==> src/rtl/square_channel_with_sweep_defines.svh <==
// assertion macros for the square channel with sweep
`ifndef SQUARE_CHANNEL_WITH_SWEEP_DEFINES_SVH
`define SQUARE_CHANNEL_WITH_SWEEP_DEFINES_SVH

// checked outside reset
`define SQCH_ASSERT(label, prop, msg) \
    label: assert property (@(posedge aclk) disable iff (!aresetn) prop) \
        else $error(msg);

// checked on every edge, reset included
`define SQCH_ASSERT_ALWAYS(label, prop, msg) \
    label: assert property (@(posedge aclk) prop) \
        else $error(msg);

`endif

==> src/rtl/sqch_pkg.sv <==
// types, codes and constants shared by the square channel with sweep
`timescale 1ns / 1ps

package sqch_pkg;

    localparam int FUNC_W     = 4;
    localparam int BYTE_W     = 8;
    localparam int FREQ_W     = 11;
    localparam int PERIOD_W   = 12;
    localparam int ACCUM_W    = 16;
    localparam int LEVEL_W    = 4;
    localparam int POS_W      = 3;
    localparam int CNT_W      = 3;
    localparam int LEN_W      = 6;

    localparam logic [FUNC_W-1:0] FUNC_WR_SWEEP    = 4'd0;
    localparam logic [FUNC_W-1:0] FUNC_WR_DUTY_LEN = 4'd1;
    localparam logic [FUNC_W-1:0] FUNC_WR_ENVELOPE = 4'd2;
    localparam logic [FUNC_W-1:0] FUNC_WR_FREQ_LOW = 4'd3;
    localparam logic [FUNC_W-1:0] FUNC_WR_CONTROL  = 4'd4;
    localparam logic [FUNC_W-1:0] FUNC_ADVANCE     = 4'd5;
    localparam logic [FUNC_W-1:0] FUNC_LENGTH_TICK = 4'd6;
    localparam logic [FUNC_W-1:0] FUNC_ENV_TICK    = 4'd7;
    localparam logic [FUNC_W-1:0] FUNC_SWEEP_TICK  = 4'd8;

    localparam logic [PERIOD_W-1:0] FREQ_SPAN  = 12'd2048;
    localparam logic [ACCUM_W-1:0]  ACCUM_MAX  = 16'hFFFF;
    localparam logic [BYTE_W-1:0]   DAC_MASK   = 8'hF8;
    localparam logic [LEVEL_W-1:0]  VOLUME_MAX = 4'hF;

    localparam int TRIGGER_BIT    = 7;
    localparam int LEN_ENABLE_BIT = 6;
    localparam int ENV_UP_BIT     = 3;
    localparam int SWEEP_DOWN_BIT = 3;

    // duty patterns, bit index is the duty position
    localparam logic [7:0] DUTY_PATTERN [4] = '{
        8'b1000_0000,
        8'b1000_0001,
        8'b0000_1111,
        8'b0111_1110
    };

    typedef struct packed {
        logic [FUNC_W-1:0] func;
        logic [BYTE_W-1:0] data;
        logic [BYTE_W-1:0] mcycles;
    } in_item_t;

    typedef struct packed {
        logic [LEVEL_W-1:0] sample_level;
        logic               channel_on;
        logic [POS_W-1:0]   duty_position;
    } out_item_t;

    function automatic logic duty_bit(input logic [1:0] sel, input logic [POS_W-1:0] pos);
        logic [7:0] pattern;
        pattern  = DUTY_PATTERN[sel];
        duty_bit = pattern[pos];
    endfunction

endpackage

==> src/rtl/sqch_in_stage.sv <==
// input register for the event channel
`timescale 1ns / 1ps

module sqch_in_stage
    import sqch_pkg::*;
(
    input  logic     aclk,
    input  logic     aresetn,
    input  logic     s_valid,
    output logic     s_ready,
    input  in_item_t s_item,
    input  logic     take,
    output logic     item_valid,
    output in_item_t item
);

    logic     valid_reg;
    logic     valid_next;
    in_item_t item_reg;

    assign s_ready    = !valid_reg || take;
    assign valid_next = s_ready ? s_valid : valid_reg;

    always_ff @(posedge aclk) begin
        if (!aresetn) begin
            valid_reg <= 1'b0;
        end else begin
            valid_reg <= valid_next;
        end
    end

    always_ff @(posedge aclk) begin
        if (s_valid && s_ready) begin
            item_reg <= s_item;
        end
    end

    assign item_valid = valid_reg;
    assign item       = item_reg;

endmodule

==> src/rtl/sqch_core.sv <==
// channel registers and per-event state update
`timescale 1ns / 1ps

`include "square_channel_with_sweep_defines.svh"

module sqch_core
    import sqch_pkg::*;
(
    input  logic      aclk,
    input  logic      aresetn,
    input  logic      proc,
    input  in_item_t  in_item,
    output out_item_t result
);

    logic [BYTE_W-1:0]   sweep_reg, sweep_next;
    logic [BYTE_W-1:0]   duty_len_reg, duty_len_next;
    logic [BYTE_W-1:0]   envelope_reg, envelope_next;
    logic [BYTE_W-1:0]   freq_low_reg, freq_low_next;
    logic [BYTE_W-1:0]   control_reg, control_next;
    logic                enabled_reg, enabled_next;
    logic [ACCUM_W-1:0]  accum_reg, accum_next;
    logic [PERIOD_W-1:0] step_period_reg, step_period_next;
    logic [POS_W-1:0]    duty_pos_reg, duty_pos_next;
    logic [LEVEL_W-1:0]  volume_reg, volume_next;
    logic [CNT_W-1:0]    env_count_reg, env_count_next;
    logic [CNT_W-1:0]    sweep_count_reg, sweep_count_next;
    logic [FREQ_W-1:0]   shadow_reg, shadow_next;
    logic [LEN_W-1:0]    length_reg, length_next;

    logic [ACCUM_W:0]    accum_sum;
    logic [ACCUM_W-1:0]  accum_sat;
    logic [FREQ_W-1:0]   sweep_delta;
    logic [FREQ_W:0]     sweep_sum;
    logic [CNT_W-1:0]    env_inc;
    logic [CNT_W-1:0]    sweep_inc;
    logic [CNT_W-1:0]    env_pace;
    logic [CNT_W-1:0]    sweep_rate;
    logic [CNT_W-1:0]    sweep_shift;

    always_comb begin
        sweep_next       = sweep_reg;
        duty_len_next    = duty_len_reg;
        envelope_next    = envelope_reg;
        freq_low_next    = freq_low_reg;
        control_next     = control_reg;
        enabled_next     = enabled_reg;
        accum_next       = accum_reg;
        step_period_next = step_period_reg;
        duty_pos_next    = duty_pos_reg;
        volume_next      = volume_reg;
        env_count_next   = env_count_reg;
        sweep_count_next = sweep_count_reg;
        shadow_next      = shadow_reg;
        length_next      = length_reg;

        accum_sum   = {1'b0, accum_reg} + {{(ACCUM_W + 1 - BYTE_W){1'b0}}, in_item.mcycles};
        accum_sat   = accum_sum[ACCUM_W] ? ACCUM_MAX : accum_sum[ACCUM_W-1:0];
        env_pace    = envelope_reg[2:0];
        env_inc     = env_count_reg + 3'd1;
        sweep_rate  = sweep_reg[6:4];
        sweep_shift = sweep_reg[2:0];
        sweep_inc   = sweep_count_reg + 3'd1;
        sweep_delta = shadow_reg >> sweep_shift;
        sweep_sum   = sweep_reg[SWEEP_DOWN_BIT] ?
                      ({1'b0, shadow_reg} - {1'b0, sweep_delta}) :
                      ({1'b0, shadow_reg} + {1'b0, sweep_delta});

        if (proc) begin
            case (in_item.func)
                FUNC_WR_SWEEP: begin
                    sweep_next = in_item.data;
                end
                FUNC_WR_DUTY_LEN: begin
                    duty_len_next = in_item.data;
                end
                FUNC_WR_ENVELOPE: begin
                    envelope_next = in_item.data;
                end
                FUNC_WR_FREQ_LOW: begin
                    freq_low_next    = in_item.data;
                    step_period_next = FREQ_SPAN - {1'b0, control_reg[2:0], in_item.data};
                end
                FUNC_WR_CONTROL: begin
                    control_next = in_item.data;
                    if (in_item.data[TRIGGER_BIT]) begin
                        enabled_next     = 1'b1;
                        accum_next       = '0;
                        shadow_next      = {in_item.data[2:0], freq_low_reg};
                        step_period_next = FREQ_SPAN - {1'b0, in_item.data[2:0], freq_low_reg};
                        volume_next      = envelope_reg[7:4];
                    end
                    if (in_item.data[LEN_ENABLE_BIT]) begin
                        length_next = duty_len_reg[LEN_W-1:0];
                    end else begin
                        length_next = '0;
                    end
                end
                FUNC_ADVANCE: begin
                    if ((envelope_reg & DAC_MASK) == '0) begin
                        enabled_next = 1'b0;
                    end else if (accum_sat >= {{(ACCUM_W - PERIOD_W){1'b0}}, step_period_reg}) begin
                        duty_pos_next = duty_pos_reg + 3'd1;
                        accum_next    = accum_sat - {{(ACCUM_W - PERIOD_W){1'b0}}, step_period_reg};
                    end else begin
                        accum_next = accum_sat;
                    end
                end
                FUNC_LENGTH_TICK: begin
                    if (control_reg[LEN_ENABLE_BIT] && length_reg != '0) begin
                        length_next = length_reg - 6'd1;
                        if (length_reg == 6'd1) begin
                            enabled_next = 1'b0;
                        end
                    end
                end
                FUNC_ENV_TICK: begin
                    if (env_pace != '0) begin
                        if (env_inc >= env_pace) begin
                            env_count_next = '0;
                            if (envelope_reg[ENV_UP_BIT]) begin
                                if (volume_reg != VOLUME_MAX) begin
                                    volume_next = volume_reg + 4'd1;
                                end
                            end else if (volume_reg != '0) begin
                                volume_next = volume_reg - 4'd1;
                            end
                        end else begin
                            env_count_next = env_inc;
                        end
                    end
                end
                FUNC_SWEEP_TICK: begin
                    if (sweep_rate != '0 && sweep_shift != '0) begin
                        if (sweep_inc < sweep_rate) begin
                            sweep_count_next = sweep_inc;
                        end else begin
                            sweep_count_next = '0;
                            if (sweep_sum[FREQ_W]) begin
                                enabled_next = 1'b0;
                            end else begin
                                shadow_next      = sweep_sum[FREQ_W-1:0];
                                control_next     = {control_reg[7:3], sweep_sum[10:8]};
                                freq_low_next    = sweep_sum[7:0];
                                step_period_next = FREQ_SPAN - sweep_sum;
                            end
                        end
                    end
                end
                default: begin
                end
            endcase
        end
    end

    always_ff @(posedge aclk) begin
        if (!aresetn) begin
            sweep_reg       <= '0;
            duty_len_reg    <= '0;
            envelope_reg    <= '0;
            freq_low_reg    <= '0;
            control_reg     <= '0;
            enabled_reg     <= 1'b0;
            accum_reg       <= '0;
            step_period_reg <= FREQ_SPAN;
            duty_pos_reg    <= '0;
            volume_reg      <= '0;
            env_count_reg   <= '0;
            sweep_count_reg <= '0;
            shadow_reg      <= '0;
            length_reg      <= '0;
        end else begin
            sweep_reg       <= sweep_next;
            duty_len_reg    <= duty_len_next;
            envelope_reg    <= envelope_next;
            freq_low_reg    <= freq_low_next;
            control_reg     <= control_next;
            enabled_reg     <= enabled_next;
            accum_reg       <= accum_next;
            step_period_reg <= step_period_next;
            duty_pos_reg    <= duty_pos_next;
            volume_reg      <= volume_next;
            env_count_reg   <= env_count_next;
            sweep_count_reg <= sweep_count_next;
            shadow_reg      <= shadow_next;
            length_reg      <= length_next;
        end
    end

    // result reflects the state after the transaction
    always_comb begin
        result.sample_level  = duty_bit(duty_len_next[7:6], duty_pos_next) ? volume_next : '0;
        result.channel_on    = enabled_next;
        result.duty_position = duty_pos_next;
    end

    `SQCH_ASSERT(a_period_range, step_period_reg != '0 && step_period_reg <= FREQ_SPAN, "step period out of range")
    `SQCH_ASSERT(a_trigger_enables, proc && in_item.func == FUNC_WR_CONTROL && in_item.data[TRIGGER_BIT] |=> enabled_reg, "trigger did not enable channel")
    `SQCH_ASSERT(a_pos_holds_idle, !proc |=> $stable(duty_pos_reg), "duty position moved without a transaction")
    `SQCH_ASSERT_ALWAYS(a_reset_state, !aresetn |=> !enabled_reg && step_period_reg == FREQ_SPAN, "reset state wrong")

endmodule

==> src/rtl/sqch_out_stage.sv <==
// result register for the result channel
`timescale 1ns / 1ps

module sqch_out_stage
    import sqch_pkg::*;
(
    input  logic      aclk,
    input  logic      aresetn,
    input  logic      load,
    input  out_item_t result,
    output logic      can_load,
    output logic      m_valid,
    input  logic      m_ready,
    output out_item_t m_item
);

    logic      valid_reg;
    logic      valid_next;
    out_item_t item_reg;

    assign can_load   = !valid_reg || m_ready;
    assign valid_next = load ? 1'b1 : (valid_reg && !m_ready);

    always_ff @(posedge aclk) begin
        if (!aresetn) begin
            valid_reg <= 1'b0;
        end else begin
            valid_reg <= valid_next;
        end
    end

    always_ff @(posedge aclk) begin
        if (load) begin
            item_reg <= result;
        end
    end

    assign m_valid = valid_reg;
    assign m_item  = item_reg;

endmodule

==> src/rtl/square_channel_with_sweep.sv <==
// top level of the pulse channel with frequency sweep
// a transaction passes the input register, then the result register, to reach m_item
// throughput: one per cycle unless stalled; the state update is a single registered step
// the input register refills in the cycle its transaction moves into the result register
// reset: synchronous active-low aresetn clears both valid flags and all channel state
// after reset the step period is 2048 and every other channel register is zero
`timescale 1ns / 1ps

module square_channel_with_sweep
    import sqch_pkg::*;
(
    input  logic      aclk,
    input  logic      aresetn,
    input  logic      s_valid,
    output logic      s_ready,
    input  in_item_t  s_item,
    output logic      m_valid,
    input  logic      m_ready,
    output out_item_t m_item
);

    logic      item_valid;
    in_item_t  item;
    logic      can_load;
    logic      proc;
    out_item_t result;

    assign proc = item_valid && can_load;

    sqch_in_stage u_in_stage (
        .aclk       (aclk),
        .aresetn    (aresetn),
        .s_valid    (s_valid),
        .s_ready    (s_ready),
        .s_item     (s_item),
        .take       (proc),
        .item_valid (item_valid),
        .item       (item)
    );

    sqch_core u_core (
        .aclk    (aclk),
        .aresetn (aresetn),
        .proc    (proc),
        .in_item (item),
        .result  (result)
    );

    sqch_out_stage u_out_stage (
        .aclk     (aclk),
        .aresetn  (aresetn),
        .load     (proc),
        .result   (result),
        .can_load (can_load),
        .m_valid  (m_valid),
        .m_ready  (m_ready),
        .m_item   (m_item)
    );

endmodule

==> config.mk <==
export PLATFORM = sky130hd
export DESIGN_NAME = square_channel_with_sweep
export DESIGN_NICKNAME = d
export VERILOG_FILES = /design/src/rtl/sqch_pkg.sv /design/src/rtl/sqch_in_stage.sv /design/src/rtl/sqch_core.sv /design/src/rtl/sqch_out_stage.sv /design/src/rtl/square_channel_with_sweep.sv
export VERILOG_INCLUDE_DIRS = /design/src /design/src/rtl
export SDC_FILE = /design/constraint.sdc
export NUM_CORES = 1
export LEC_CHECK = 0
export BUFFER_PORTS_ARGS = -buffer_cell sky130_fd_sc_hd__buf_2
export CORE_AREA = 2 2 130 132
export DETAILED_ROUTE_END_ITERATION = 6
export DIE_AREA = 0 0 132 134
export GPL_TIMING_DRIVEN = 0
export PLACE_DENSITY_LB_ADDON = 0.15
export SETUP_SLACK_MARGIN = 0.15
export SYNTH_ARGS = -nofsm -noshare
export SYNTH_HDL_FRONTEND = slang
export SYNTH_SLANG_ARGS = --single-unit
==> constraint.sdc <==
create_clock -name aclk -period 4.6 [get_ports aclk]
set_input_delay 0 -clock aclk [delete_from_list [all_inputs] [get_ports aclk]]
set_output_delay 0 -clock aclk [all_outputs]
set_load 0.03 [all_outputs]
==> key figures, run 1 <==
Run status
  – Status: completed

Final layout
  – Area growth syn-to-layout: 28.3%
  – Inserted Diodes: 0
  – Share of post-route cells with drive strength above 1: 0.218
  – Max FFs per register: 20
  – Layout Nets: between 1,000 and 1,500

Yosys
  – Post-Syn Area: 8420 um^2
  – Warnings, synthesis: 0
  – Proportion of synthesized flip-flops having asynchronous set or reset: 0
  – Number of flops mapped to enable cells by yosys: 28
  – Primary flip-flop cell chosen by synthesis mapping: dfxtp_1
  – Synthesized area per cell: between 8 and 9 um^2
  – FF+latch count, synth: between 100 and 150
  – Cell type with the highest aggregate area in the netlist: dfxtp_1
  – Ranking of synthesized cells by area: dfxtp_1 (23%), edfxtp_1 (10%), ha_1 (7.0%), nand2_1 (5.7%), nor2_1 (4.7%)
  – Fraction of the yosys area taken by sequential cells: 0.328
  – Cell variety after synth: 80
  – Synth top cells by count: nand2_1 (127), nor2_1 (106), dfxtp_1 (96)
  – Cell count after synthesis: between 1,000 and 1,500
  – Share of the synthesized area in the top cell type: 0.228
  – Dominant cell by count in the synthesized netlist: nand2_1
  – Mapped Nets: ~1,100

Detailed routing
  – Vias per Instance: approximately 5.8
  – Total Wirelength: between 20,000 and 25,000 um
  – Post-detailed-route DRC marker count: 0
  – Post-route antenna net violation count: 0
  – Violation count after the first detailed-route iteration: between 600 and 700
  – Wirelength per Cell: ~17 um
  – First drt pass iteration count: 5
  – Vias post-DR: just under 8,000

CTS
  – Largest buffer count on any clock path: 2
  – CTS root buffer: clkbuf_16
  – Clock Pin Slew Worst Setup and Hold Paths: 60 ps
  – H-Tree Level Count: 4
  – Number of sinks on the clock net: 124
  – Number of CTS-inserted buffers: 17
  – TritonCTS clock tree: built
  – Worst-skew pair later-pin latency: ~430 ps

Timing
  – Final hold violation count: 0
  – Relative slew slack: 0.292
  – Achievable Freq: 220 MHz
  – Worst path setup slack after routing: about 61 ps
  – Worst Max-Slew Pin Slew: ~1100 ps
  – Final worst path period share: 0.987
  – Clk_skew: around 14 ps
  – Total negative slack for setup checks: 0 ps
  – Final critical-path required period: between 4000 and 5000 ps
  – # setup viols final: 0
  – Final-report max-slew violation count: 0
  – Unrepaired setup endpoints after global routing: true
  – Final worst hold slack: about 83 ps

Setup path
  – Crit path DAT: around 4700 ps
  – Source of the worst register-to-register timing path: u_in_stage.item[0]
  – Kind of end point of the critical path: flip-flop
  – Highest net fanout along the worst path: 5
  – Setup slack of the worst register-to-register path: 60 ps
  – Number of cell instances on the worst register-to-register path: 20
  – Critical path data required time: 4770 ps
  – Critical register-to-register path endpoint: u_out_stage.m_item[6]
  – Launching element type of the critical path: flip-flop
  – Category of the most critical setup path: flip-flop to flip-flop

Global route
  – GRT overflow: 0
  – Pin count of the biggest net entering global routing: 21
  – Global router's overall resource usage: 0.263
  – Number of antenna violations at the first check in global routing: 0
  – Global-route wire length before repair: 37,100 um
  – Number of global-route vias before repair: ~7,100

Placed design
  – HPWL after DPL: around 16,000 um
  – Buffers added on ports: 32
  – Post-Place Worst Slack: -691 ps
  – Weighted congestion at the end of routability-driven global placement: roughly 0.96

Die
  – Standard-cell rows: 47
  – Top Ports: 34
  – Initial Utilization: 0.517
  – Die area: about 18,000 um^2
  – Die width: about 130 um
  – Core Footprint: 16,300 um^2
  – Die H: approximately 130 um

Worst hold path
  – End point of the most critical hold path: u_core.shadow_reg[0]
  – Worst hold stages: 3
  – Start point of the worst hold path: aresetn
  – Worst Hold Class: primary input to flip-flop

Power and ir drop
  – Static leakage: 4.37 nW
  – IR drop worst, VDD: 284 uV
  – Pwr dens: approximately 260 nW/um^2

Job
  – # Max-Cap Violations: 0
[worst max-delay path by stage]
stage | from | endpoint | slack, ps | depth (start not counted)
after floorplan | u_in_stage.item[0] | u_out_stage.m_item[4] | 150 | 20
after global placement | u_in_stage.item[0] | u_out_stage.m_item[6] | -640 | 19
after detailed placement | u_in_stage.item[0] | u_out_stage.m_item[6] | -690 | 19
after CTS | u_in_stage.item[0] | u_out_stage.m_item[6] | 30 | 20
after global routing | u_in_stage.item[0] | u_core.accum_reg[15] | -110 | 19
final | u_in_stage.item[0] | u_out_stage.m_item[6] | 60 | 20
[stage by stage]
step           instance area (um^2)   util  cells  total power [mW]
2_1_floorplan                  8440      -   1015              1.36
5_1_grt                       10800  0.663   1371              2.92
6_report                      10800  0.663   1371              2.84
3_5_place_dp                   8870  0.545   1267              1.43
3_3_place_gp                   8870  0.545   1267              1.43
4_1_cts                       10200  0.626   1346              2.82
[final cells by class]
type	instances	area [um^2]
inverter	45	169
tap	220	275
clock inverter	15	165
buffer	50	313
fill	1306	5490
clock buffer	17	425
sequential	124	2770
multi-input combinational	796	5880
timing repair buffer	104	801
[power breakdown]
part           total [mW]  switching [mW]  internal [mW]
Sequential           1.16          0.0222           1.13
Combinational       0.327           0.185          0.141
Clock                1.36           0.553          0.804
[logic make-up (layout without fill, tap and decap cells)]
group | Yosys count | after routing | synth area share
xor gates and xnor gates | 45 | 45 | 0.0477
muxes | 55 | 55 | 0.0744
AOI/OAI and AO/OA | 250 | 250 | 0.198
buffers and inverters | 95 | 231 | 0.0471
DFF | 124 | 124 | 0.328
and+or+nand+nor | 396 | 396 | 0.228
adders and majority gates | 50 | 50 | 0.0770
[cells in the final DEF, fill, tap and decap left out, types with 14 or more instances in the layout]
master         instances
nand2_1              120
nor2_1               101
dfxtp_1               92
a21oi_1               61
inv_1                 44
buf_4                 44
o21ai_0               44
buf_2                 36
mux2i_1               34
nand3_1               32
ha_1                  31
clkbuf_1              28
edfxtp_1              28
xor2_1                24
dlygate4sd3_1         23
nor2b_1               22
xnor2_1               19
clkbuf_16             19
nor3_1                17
ha_4                  15
and2_1                14
a21o_1                14
[critical path, stage by stage (launching register included)]
cell and delay [ps]:
edfxtp_1 410, ha_4 190, fa_2 370, a211oi_4 240
o211ai_1 190, nand3_2 150, or2_4 160, clkbuf_16 160
nand2_2 80, ha_4 190, or2_2 320, o221ai_4 180
a211oi_2 90, buf_4 160, a2111oi_4 260, buf_4 200
a21oi_4 80, mux2i_2 230, mux2_4 340, mux2i_4 200
nor2_1 70
[layer usage]
layer | up-vias | global-route usage | routed length, um
met2 | 251 | 0.413 | 10900
met4 | 0 | 0.0978 | 447
li1 | 3885 | - | -
met3 | 32 | 0.0393 | 1410
met1 | 3767 | 0.368 | 10800
met5 | - | 0 | 0
[what timing repair did]
action | 4_1_cts | 5_1_grt
setup endpoints to repair | 59 | 53
resized for setup | 63 | 80
endpoints found under the hold margin | 22 | 0
buffers inserted | 23 | 23
hold buffers | 23 | 0
cloned | 1 | 2
pin swaps | 27 | 48
Power figures use the tool's default switching activity.
==> inputs of run 2 (changes only) <==
--- a/config.mk
+++ b/config.mk
@@ -8,11 +8,12 @@
 export LEC_CHECK = 0
 export BUFFER_PORTS_ARGS = -buffer_cell sky130_fd_sc_hd__buf_2
 export CORE_AREA = 2 2 130 132
+export CTS_BUF_LIST = sky130_fd_sc_hd__clkbuf_4
 export DETAILED_ROUTE_END_ITERATION = 6
 export DIE_AREA = 0 0 132 134
 export GPL_TIMING_DRIVEN = 0
 export PLACE_DENSITY_LB_ADDON = 0.15
-export SETUP_SLACK_MARGIN = 0.15
 export SYNTH_ARGS = -nofsm -noshare
 export SYNTH_HDL_FRONTEND = slang
 export SYNTH_SLANG_ARGS = --single-unit
+export TNS_END_PERCENT = 30
==> run 2 against run 1 <==
Non-clock buffer count is 20 lower. Cell area decreased by 6.8%. Fmax rose by 0.99%. Routed wire length decreased by 3.8%. First-iteration DRC count shrank 3.7%. Highest routed layer unchanged. Critical path depth fell by 2. Global-route usage fell by 0.88 points. Register-to-register slack better by 40 ps. Clock-buffer cell count unchanged.
==> key figures, run 2 (synthesis gave the netlist of run 1 again) <==
Job
  – # Max-Cap Violations: 0

Detailed routing
  – Post-detailed-route DRC marker count: 0
  – Met2 Routed Length: 10,500 um
  – Vias post-DR: just under 8,000
  – Violation count after the first detailed-route iteration: around 610
  – Met1 Routed Length: ~11,000 um
  – Top routing layer in use: met4
  – Wirelength per Cell: roughly 17 um
  – Total length of routed met3 wires: approximately 1200 um
  – Total Wirelength: around 23,000 um
  – First drt pass iteration count: 7
  – Vias per Instance: between 5 and 6
  – Post-route antenna net violation count: 0

Setup path
  – Crit path DAT: 4790 ps
  – Critical path data required time: just under 5000 ps
  – Kind of end point of the critical path: flip-flop
  – Launching element type of the critical path: flip-flop
  – Category of the most critical setup path: flip-flop to flip-flop
  – Highest net fanout along the worst path: 6

Die
  – Top Ports: 34
  – Die width: 132 um
  – Die H: around 130 um
  – Initial Utilization: 0.517
  – Die area: between 15,000 and 20,000 um^2
  – Core Footprint: roughly 16,000 um^2
  – Standard-cell rows: 47

Worst hold path
  – Worst Hold Class: primary input to flip-flop

CTS
  – Worst-skew pair later-pin latency: between 500 and 600 ps
  – Number of sinks on the clock net: 124
  – Clock Pin Slew Worst Setup and Hold Paths: ~130 ps
  – TritonCTS clock tree: built
  – Largest buffer count on any clock path: 2
  – Number of CTS-inserted buffers: 17
  – CTS root buffer: clkbuf_4
  – H-Tree Level Count: 4

Final layout
  – Max FFs per register: 20
  – Share of post-route cells with drive strength above 1: 0.180
  – Layout Nets: 1,192
  – Area growth syn-to-layout: 19.5%
  – Fill count: 1,472
  – Area of combinational cells with multiple inputs: 5720 um^2
  – Final std cell area, no fill: around 10,000 um^2
  – Most common library cell in the layout ignoring fill and taps: nand2_1
  – Highest-count cells in the layout ignoring fill and taps: nand2_1 (124), nor2_1 (103), dfxtp_1 (92)
  – Sequential standard cell area: ~2800 um^2

Placed design
  – Weighted congestion at the end of routability-driven global placement: 0.947
  – Post-Place Worst Slack: -854 ps
  – Buffers added on ports: 32
  – HPWL after DPL: roughly 16,000 um
  – Placed Area: about 8900 um^2

Timing
  – # setup viols final: 0
  – Final critical-path required period: between 4000 and 5000 ps
  – Final worst path period share: 0.977
  – Achievable Freq: ~220 MHz
  – Final hold violation count: 0
  – Unrepaired setup endpoints after global routing: true
  – Clk_skew: around 22 ps
  – Worst path setup slack after routing: between 100 and 150 ps
  – Final-report max-slew violation count: 0
  – Worst Max-Slew Pin Slew: just over 1000 ps
  – Relative slew slack: 0.321

Global route
  – Global-route wire length before repair: ~36,000 um
  – GRT overflow: 0
  – Number of global-route vias before repair: roughly 7,200
  – Global router's overall resource usage: 0.254
  – Number of antenna violations at the first check in global routing: 2
  – Pin count of the biggest net entering global routing: 21

Run status
  – Status: completed

Power and ir drop
  – IR drop worst, VDD: around 240 uV
  – Static leakage: a little over 4 nW
  – Pwr dens: ~220 nW/um^2
==> run 2: cell type report <==
| cell class | instances | share of cell area |
|---|---|---|
| multi-input cells | 796 | 0.568 |
| flip-flops and latches | 124 | 0.275 |
| repair buffers | 86 | 0.0622 |
| well taps | 220 | 0.0273 |
| plain buffers | 48 | 0.0232 |
| inverters | 45 | 0.0168 |
| clock inverters | 15 | 0.0138 |
| clock buffers | 17 | 0.0127 |
| diodes | 2 | 0.000497 |
==> run 2: repair_timing <==
action / CTS / global route
setup buffers: 17 / 14
setup endpoints to repair: 59 / 53
hold buffers: 24 / 0
pin swaps: 17 / 35
gates resized for setup: 35 / 59
hold endpoints to repair: 23 / 0
==> run 2: worst paths after layout <==
path,startpoint,end,slack [ps],cells past startpoint
worst max-delay path,u_in_stage.item[0],u_out_stage.m_item[4],110,18
worst min-delay path,s_item[14],u_in_stage.item[14],150,2
worst max register to register,u_in_stage.item[0],u_out_stage.m_item[4],110,18
worst min register to register,u_core.freq_low_reg[7],u_core.freq_low_reg[7],480,2
==> run 2: per-layer routing <==
metal | vias up | track usage
li1 | 3841 | -
met1 | 3691 | 0.347
met2 | 221 | 0.411
met3 | 23 | 0.0510
met4 | 0 | 0.0694
met5 | - | 0
==> run 2: critical path, cell delays in order (launching register included) <==
cell       delay [ps]
edfxtp_1          390
ha_2              190
fa_2              370
a211oi_2          260
o211ai_1          190
nand3_2           160
or2_4             180
nand2_1           100
ha_2              410
nand2b_4           80
a21oi_4           200
o221ai_4          150
a211oi_4          330
a2111oi_4         120
a21oi_2           230
mux2i_1           270
mux2_4            340
mux2i_4           180
nor2_1             70
==> run 2: metrics by stage <==
stage | instances | hold WS, ps | util | power, mW | setup TNS, ps
floorplan | 1015 | 98.9 | - | 1.36 | 0
global placement | 1267 | 176 | 0.544 | 1.43 | -13270
detailed placement | 1267 | 178 | 0.544 | 1.43 | -16920
CTS | 1338 | 101 | 0.592 | 2.21 | 0
global route | 1352 | 113 | 0.618 | 2.29 | -395
finish | 1353 | 146 | 0.618 | 2.21 | 0
==> run 2: report_power, final <==
part | switching [mW] | leakage, nW | internal [mW]
logic | 0.180 | 2.87 | 0.130
clock network | 0.475 | 0.132 | 0.274
registers | 0.0216 | 1.05 | 1.13
